[src/mts_pkg.sv]
`timescale 1ns / 1ps
// ----------------------------------------------------------------------------
// Min-tracking stack package
// Widths, depth and status codes shared by the stack and its interfaces.
// ----------------------------------------------------------------------------
package mts_pkg;

	localparam int STACK_DEPTH = 64;
	localparam int ADDR_W      = $clog2(STACK_DEPTH);
	localparam int CNT_W       = $clog2(STACK_DEPTH + 1);
	localparam int DATA_W      = 32;
	localparam int ENTRY_W     = 34;

	typedef logic signed [DATA_W-1:0]  data_t;
	typedef logic signed [ENTRY_W-1:0] entry_t;
	typedef logic [ADDR_W-1:0]         addr_t;
	typedef logic [CNT_W-1:0]          count_t;
	typedef logic [1:0]                status_t;

	localparam logic CMD_PUSH = 1'b0;
	localparam logic CMD_POP  = 1'b1;

	localparam status_t ST_OK        = 2'd0;
	localparam status_t ST_OVERFLOW  = 2'd1;
	localparam status_t ST_UNDERFLOW = 2'd2;

	localparam data_t  INT_MAX    = {1'b0, {(DATA_W-1){1'b1}}};
	localparam data_t  EMPTY_TOP  = {DATA_W{1'b1}};
	localparam count_t FULL_COUNT = CNT_W'(STACK_DEPTH);

endpackage

[src/mts_if.sv]
`timescale 1ns / 1ps
// ----------------------------------------------------------------------------
// Min-tracking stack channels
// Command channel and result channel, each with valid/ready and payload.
// ----------------------------------------------------------------------------
interface mts_cmd_if
	import mts_pkg::*;
	();
	logic  valid;
	logic  ready;
	logic  command;
	data_t value;

	modport source (output valid, output command, output value, input ready);
	modport sink (input valid, input command, input value, output ready);
endinterface

interface mts_rsp_if
	import mts_pkg::*;
	();
	logic    valid;
	logic    ready;
	data_t   top_value;
	data_t   min_value;
	logic    is_empty;
	status_t status;

	modport source (output valid, output top_value, output min_value, output is_empty,
		output status, input ready);
	modport sink (input valid, input top_value, input min_value, input is_empty,
		input status, output ready);
endinterface

[src/min_tracking_stack.sv]
`timescale 1ns / 1ps
// ----------------------------------------------------------------------------
// Min-tracking stack
// A push completes in the idle state; a pop waits in the pop state on the read
// of the new top entry from the entry memory, unless the stack is empty and it
// reports underflow. The result beat is registered. Reset empties the stack
// and sets the minimum to the largest positive value; memory is not cleared.
// ----------------------------------------------------------------------------
module min_tracking_stack
	import mts_pkg::*;
(
	input logic       clk,
	input logic       arst_n,
	mts_cmd_if.sink   req,
	mts_rsp_if.source rsp
);

	localparam logic S_IDLE = 1'b0;
	localparam logic S_POP  = 1'b1;

	logic   state_q;
	count_t count_q;
	data_t  min_q;
	entry_t top_q;

	logic    out_valid_q;
	data_t   out_top_q;
	data_t   out_min_q;
	logic    out_empty_q;
	status_t out_status_q;

	logic   accept;
	logic   out_free;
	logic   wr_en;
	addr_t  wr_addr;
	entry_t wr_data;
	logic   rd_en;
	addr_t  rd_addr;
	entry_t rd_data;

	entry_t value_ext;
	entry_t min_ext;
	entry_t push_entry;
	data_t  push_min;
	logic   push_lower;
	logic   top_encoded;
	data_t  top_decoded;
	entry_t restore_min;
	data_t  pop_min;
	count_t pop_count;
	logic   rd_encoded;
	data_t  rd_decoded;

	assign out_free  = !out_valid_q || rsp.ready;
	assign req.ready = (state_q == S_IDLE) && out_free;
	assign accept    = req.valid && req.ready;

	assign value_ext  = ENTRY_W'(req.value);
	assign min_ext    = ENTRY_W'(min_q);
	assign push_lower = (count_q == '0) || (req.value < min_q);
	assign push_entry = ((count_q == '0) || !push_lower) ? value_ext
		: (value_ext <<< 1) - min_ext;
	assign push_min   = push_lower ? req.value : min_q;

	assign top_encoded = top_q < min_ext;
	assign top_decoded = top_encoded ? min_q : top_q[DATA_W-1:0];
	assign restore_min = (min_ext <<< 1) - top_q;
	assign pop_min     = top_encoded ? restore_min[DATA_W-1:0] : min_q;
	assign pop_count   = count_q - count_t'(1);

	assign rd_encoded = rd_data < min_ext;
	assign rd_decoded = rd_encoded ? min_q : rd_data[DATA_W-1:0];

	assign wr_en   = accept && (req.command == CMD_PUSH) && (count_q != FULL_COUNT);
	assign wr_addr = count_q[ADDR_W-1:0];
	assign wr_data = push_entry;
	assign rd_en   = accept && (req.command == CMD_POP) && (count_q != '0);
	assign rd_addr = pop_count[ADDR_W-1:0] - addr_t'(1);

	mts_entry_ram u_ram (
		.clk     (clk),
		.wr_en   (wr_en),
		.wr_addr (wr_addr),
		.wr_data (wr_data),
		.rd_en   (rd_en),
		.rd_addr (rd_addr),
		.rd_data (rd_data)
	);

	always_ff @(posedge clk or negedge arst_n) begin
		if (!arst_n) begin
			state_q     <= S_IDLE;
			count_q     <= '0;
			min_q       <= INT_MAX;
			out_valid_q <= 1'b0;
		end else begin
			if (out_valid_q && rsp.ready) begin
				out_valid_q <= 1'b0;
			end
			case (state_q)
				S_IDLE: begin
					if (accept) begin
						if (req.command == CMD_PUSH) begin
							out_valid_q <= 1'b1;
							if (count_q != FULL_COUNT) begin
								count_q <= count_q + count_t'(1);
								min_q   <= push_min;
							end
						end else if (count_q == '0) begin
							out_valid_q <= 1'b1;
						end else begin
							count_q <= pop_count;
							min_q   <= pop_min;
							state_q <= S_POP;
						end
					end
				end
				S_POP: begin
					out_valid_q <= 1'b1;
					state_q     <= S_IDLE;
				end
				default: begin
					state_q <= S_IDLE;
				end
			endcase
		end
	end

	always_ff @(posedge clk) begin
		case (state_q)
			S_IDLE: begin
				if (accept) begin
					if (req.command == CMD_PUSH) begin
						out_min_q   <= count_q != FULL_COUNT ? push_min : min_q;
						out_empty_q <= 1'b0;
						if (count_q != FULL_COUNT) begin
							top_q        <= push_entry;
							out_top_q    <= req.value;
							out_status_q <= ST_OK;
						end else begin
							out_top_q    <= top_decoded;
							out_status_q <= ST_OVERFLOW;
						end
					end else begin
						out_top_q    <= EMPTY_TOP;
						out_min_q    <= min_q;
						out_empty_q  <= 1'b1;
						out_status_q <= ST_UNDERFLOW;
					end
				end
			end
			S_POP: begin
				out_min_q    <= min_q;
				out_status_q <= ST_OK;
				if (count_q == '0) begin
					out_top_q   <= EMPTY_TOP;
					out_empty_q <= 1'b1;
				end else begin
					top_q       <= rd_data;
					out_top_q   <= rd_decoded;
					out_empty_q <= 1'b0;
				end
			end
			default: begin
				out_status_q <= ST_OK;
			end
		endcase
	end

	assign rsp.valid     = out_valid_q;
	assign rsp.top_value = out_top_q;
	assign rsp.min_value = out_min_q;
	assign rsp.is_empty  = out_empty_q;
	assign rsp.status    = out_status_q;

endmodule

[src/mts_entry_ram.sv]
`timescale 1ns / 1ps
// ----------------------------------------------------------------------------
// Min-tracking stack entry memory
// Single write port, single read port, read data registered.
// ----------------------------------------------------------------------------
module mts_entry_ram
	import mts_pkg::*;
(
	input  logic   clk,
	input  logic   wr_en,
	input  addr_t  wr_addr,
	input  entry_t wr_data,
	input  logic   rd_en,
	input  addr_t  rd_addr,
	output entry_t rd_data
);

	entry_t mem [STACK_DEPTH];

	always_ff @(posedge clk) begin
		if (wr_en) begin
			mem[wr_addr] <= wr_data;
		end
	end

	always_ff @(posedge clk) begin
		if (rd_en) begin
			rd_data <= mem[rd_addr];
		end
	end

endmodule
[src/flat_wrapper.sv]
// flat-port wrapper written by rule: the top's interface ports become plain ports
module min_tracking_stack_flat import mts_pkg::*;
  (clk, arst_n, req_valid, req_command, req_value, req_ready, rsp_valid, rsp_top_value, rsp_min_value, rsp_is_empty, rsp_status, rsp_ready);
  mts_cmd_if req_i ();
  mts_rsp_if rsp_i ();
  input logic clk;
  input logic arst_n;
  input wire logic [$bits(req_i.valid)-1:0] req_valid;
  input wire logic [$bits(req_i.command)-1:0] req_command;
  input wire logic [$bits(req_i.value)-1:0] req_value;
  output wire logic [$bits(req_i.ready)-1:0] req_ready;
  output wire logic [$bits(rsp_i.valid)-1:0] rsp_valid;
  output wire logic [$bits(rsp_i.top_value)-1:0] rsp_top_value;
  output wire logic [$bits(rsp_i.min_value)-1:0] rsp_min_value;
  output wire logic [$bits(rsp_i.is_empty)-1:0] rsp_is_empty;
  output wire logic [$bits(rsp_i.status)-1:0] rsp_status;
  input wire logic [$bits(rsp_i.ready)-1:0] rsp_ready;
  assign req_i.valid = req_valid;
  assign req_i.command = req_command;
  assign req_i.value = req_value;
  assign req_ready = req_i.ready;
  assign rsp_valid = rsp_i.valid;
  assign rsp_top_value = rsp_i.top_value;
  assign rsp_min_value = rsp_i.min_value;
  assign rsp_is_empty = rsp_i.is_empty;
  assign rsp_status = rsp_i.status;
  assign rsp_i.ready = rsp_ready;
  min_tracking_stack u_core (.clk(clk), .arst_n(arst_n), .req(req_i), .rsp(rsp_i));
endmodule
[config.mk]
export PLATFORM = sky130hd
export DESIGN_NAME = min_tracking_stack_flat
export DESIGN_NICKNAME = d
export VERILOG_FILES = /design/src/mts_pkg.sv /design/src/mts_if.sv /design/src/min_tracking_stack.sv /design/src/mts_entry_ram.sv /design/src/flat_wrapper.sv
export SDC_FILE = /design/constraint.sdc
export NUM_CORES = 2
export LEC_CHECK = 0
export ABC_AREA = 1
export BUFFER_PORTS_ARGS = -buffer_cell sky130_fd_sc_hd__buf_2
export CAP_MARGIN = 30
export CORE_AREA = 2 2 481 483
export DETAILED_ROUTE_END_ITERATION = 10
export DIE_AREA = 0 0 483 485
export MAX_ROUTING_LAYER = met4
export PLACE_DENSITY = 0.66
export SKIP_CTS_REPAIR_TIMING = 1
export SYNTH_ARGS = -nofsm -noshare
export SYNTH_HDL_FRONTEND = slang
export SYNTH_SLANG_ARGS = --single-unit
[constraint.sdc]
create_clock -name clk -period 10.2 [get_ports clk]
set_clock_uncertainty 0.1 [all_clocks]
set_input_delay 0.51 -clock clk [delete_from_list [all_inputs] [get_ports clk]]
set_output_delay 0.51 -clock clk [all_outputs]
set_load 0.05 [all_outputs]
==> results.json <==
{
  "outcome": "completed",
  "setup_tns_ps": 0,
  "layoutNonFillerInstCount": 11212,
  "synth_edf_count": 2311,
  "async_reset_ff_frac": 0.0174,
  "ant_nets": 0,
  "clockBufferDepth": 3,
  "fin_crit_sh": 0.557,
  "max_slew_margin": 0.205,
  "synth_area_um2": 97900,
  "vias": 65431,
  "ios": 106,
  "wire_per_inst_um": 25.5,
  "place_hpwl_mm": 167,
  "die_area_um2": 234000,
  "via_per_inst": 5.84,
  "cp_common_cell": "buf_4",
  "rsz0062_at_grt": "false",
  "holdCritStartpoint": "req_value[16]",
  "ff2ff_setup_slack_ps": 4510,
  "cp.required_ps": 10650,
  "crit_buf_inv": 6,
  "cts_tree": "built",
  "avgSynthCellArea_um2": 12.4,
  "die_w_um": 483,
  "syn_to_final_growth_pct": 12.7,
  "nets": 8207,
  "hp-class": "primary input to flop",
  "start_util": 0.428,
  "max_freq_mhz": 176,
  "final_max_slew_viol_count": 0,
  "r2r-start": "u_core.count_q[3]",
  "grt_pass1_vias": 61595,
  "path_cells": "inv_2 > nand2_1 > nor2_1 > nand2_2 > buf_4 > inv_1 > buf_4 > nor3_1 > buf_4 > nand3_1 > nor2_4 > buf_4",
  "grt_max_degree": 137,
  "portBuffers": 105,
  "cts_inserted_buffers": 216,
  "fillers": 19685,
  "overflow": 0,
  "dp.cells": 10794,
  "clock_latency_ps": 920,
  "ys_types": 53,
  "finalHoldViolations": 0,
  "drive_gt1_frac": 0.0943,
  "syn_inst": 7918,
  "hold_path_depth": 5,
  "dr.pass1.iters": 6,
  "crit_fanout": 68,
  "end_kind": "flop",
  "h-tree-depth": 4,
  "start_kind": "flop",
  "worstPathArrival_ps": 6130,
  "worst_pin_slew_ps": 1190,
  "antenna_found_initial": 9,
  "rows": 176,
  "path_class": "flop to flop",
  "hold_end": "u_core.min_q[16]",
  "period_needed_ps": 5690,
  "synth.most_common_cell": "edfxtp_1",
  "cp_slowest_cell": "buf_4",
  "crit_path_max_incr_delay_ps": 640,
  "layout_setup_ws_ps": 4510,
  "cts_root_buf": "clkbuf_16",
  "coreArea_um2": 229000,
  "yosys_warnings": 0,
  "grtUsageTotal": 0.245,
  "drt_iter0_drc": 8134,
  "maxCapViolCount": 0,
  "cts.sinks": 2352,
  "yosys.area.top_type": "edfxtp_1",
  "clk_pin_slew_worst_paths_ps": 70,
  "ys_seq_area_frac": 0.720,
  "synth_common_cells": "edfxtp_1 (2311), nand2_1 (2291), a21oi_1 (403)",
  "drc": 0,
  "drt-total-wl_mm": 286,
  "ys.flop_type": "edfxtp_1",
  "synth_top_area_share": 0.709,
  "setup_viol": 0,
  "r2r-end": "u_core.u_ram.mem[47][18]",
  "syn_nets": 8123,
  "finalWeightedCongestion": 0.988,
  "cp.depth": 12,
  "place_ws_ps": 4600,
  "die_y_um": 485,
  "grt_pass1_wl_mm": 415,
  "critical_path.top_delay_family": "simple AND/OR/NAND/NOR gates",
  "r2r.worst_path.cells": 12,
  "synth.area.top_cells": "edfxtp_1 (71%), nand2_1 (8.8%), ha_1 (2.1%)",
  "final_util": 0.482,
  "ys_ff_latch": 2352
}
registers in the layout, indices dropped and copies added, names as in the netlist:
| register | count |
|---|---|
| u_core.rsp.valid | 1 |
| u_core.rsp.is_empty | 1 |
| u_core.rsp.status | 2 |
| u_core.state_q | 1 |
| u_core.top_q | 34 |
| u_core.min_q | 32 |
| u_core.count_q | 7 |
| u_core.u_ram.mem | 2176 |
| u_core.u_ram.rd_data | 34 |
| u_core.rsp.min_value | 32 |
| u_core.rsp.top_value | 32 |
tightest hold or removal path, cell delays in order:
cell and delay (ps):
buf_2 170, nand3_1 120, nand3_1 80, nand3_1 70, nand2_1 50
kinds of logic (layout without fill, tap and decap cells):
kind of cell / count (synthesis) / count (layout) / share of synthesized area
AND/OR/NAND/NOR: 3203 / 3203 / 0.132
flip-flops: 2352 / 2352 / 0.720
AO/OA/AOI/OAI: 1468 / 1468 / 0.0927
buffers and inverters: 671 / 932 / 0.0284
adder cells (fa/ha/maj): 168 / 168 / 0.0216
XOR/XNOR: 56 / 56 / 0.00543
other: 0 / 7 / 0
through the flow:
stage               cell area [µm²]  hold slack, ps
finish                       110000            1.77
global route                 110000            1.24
CTS                          110000            -388
detailed placement           103000             382
global placement             103000             375
floorplan                     97900             114
metal layers:
| metal | up-vias | global-route usage | wire [µm] |
|---|---|---|---|
| li1 | 29044 | - | - |
| met2 | 3483 | 0.375 | 132000 |
| met3 | 463 | 0.0395 | 28300 |
| met4 | 0 | 0.0833 | 10300 |
| met5 | - | - | 0 |
| met1 | 32441 | 0.335 | 115000 |
worst max path at each step:
| stage | startpoint | to | slack [ps] |
|---|---|---|---|
| floorplan | u_core.min_q[20] | u_core.u_ram.mem[0][0] | 5020 |
| global placement | u_core.count_q[3] | u_core.u_ram.mem[41][23] | 4060 |
| detailed placement | u_core.count_q[3] | u_core.u_ram.mem[47][23] | 4600 |
| CTS | u_core.count_q[3] | u_core.u_ram.mem[47][18] | 4570 |
| global route | u_core.count_q[3] | u_core.u_ram.mem[47][24] | 4210 |
| finish | u_core.count_q[3] | u_core.u_ram.mem[47][18] | 4510 |
cell usage in the layout, fill, tap and decap left out, types with 15 or more instances in the layout:
| master | Yosys | final |
|---|---|---|
| o21ai_1 | 101 | 86 |
| nor2_1 | 374 | 309 |
| o21ai_0 | 243 | 241 |
| clkbuf_1 | 246 | 38 |
| edfxtp_1 | 2311 | 2311 |
| a41oi_1 | 106 | 106 |
| inv_1 | 228 | 227 |
| a22oi_1 | 264 | 264 |
| ha_1 | 166 | 165 |
| o221ai_1 | 21 | 21 |
| clkinv_1 | 0 | 50 |
| xnor2_1 | 26 | 26 |
| inv_2 | 19 | 15 |
| bufinv_16 | 0 | 23 |
| nand2_1 | 2291 | 2284 |
| o31ai_1 | 15 | 15 |
| nand3_1 | 332 | 332 |
| a31oi_1 | 210 | 210 |
| a22o_1 | 16 | 16 |
| nand2_2 | 9 | 16 |
| nor2_4 | 1 | 65 |
| o211ai_1 | 26 | 26 |
| buf_12 | 0 | 37 |
| nor3_1 | 17 | 15 |
| nand4_1 | 160 | 160 |
| clkinv_2 | 0 | 35 |
| clkbuf_16 | 0 | 216 |
| dfstp_2 | 31 | 31 |
| o21ai_4 | 0 | 29 |
| xor2_1 | 26 | 26 |
| buf_4 | 9 | 129 |
| a21oi_1 | 403 | 402 |
| buf_2 | 142 | 105 |
final cells by class:
type | instances | area, µm² | area share
inverter | 247 | 960 | 0.00870
antenna | 7 | 17.5 | 0.000159
timing repair buffer | 290 | 2540 | 0.0231
sequential | 2352 | 70500 | 0.639
multi-input combinational | 4895 | 25500 | 0.231
clock buffer | 255 | 5560 | 0.0504
clock inverter | 140 | 1500 | 0.0136
tap | 3026 | 3790 | 0.0343
Power is left out: the tool's default activity adds up to more than one toggle a clock period on the data nets, which glitch-free logic cannot reach.
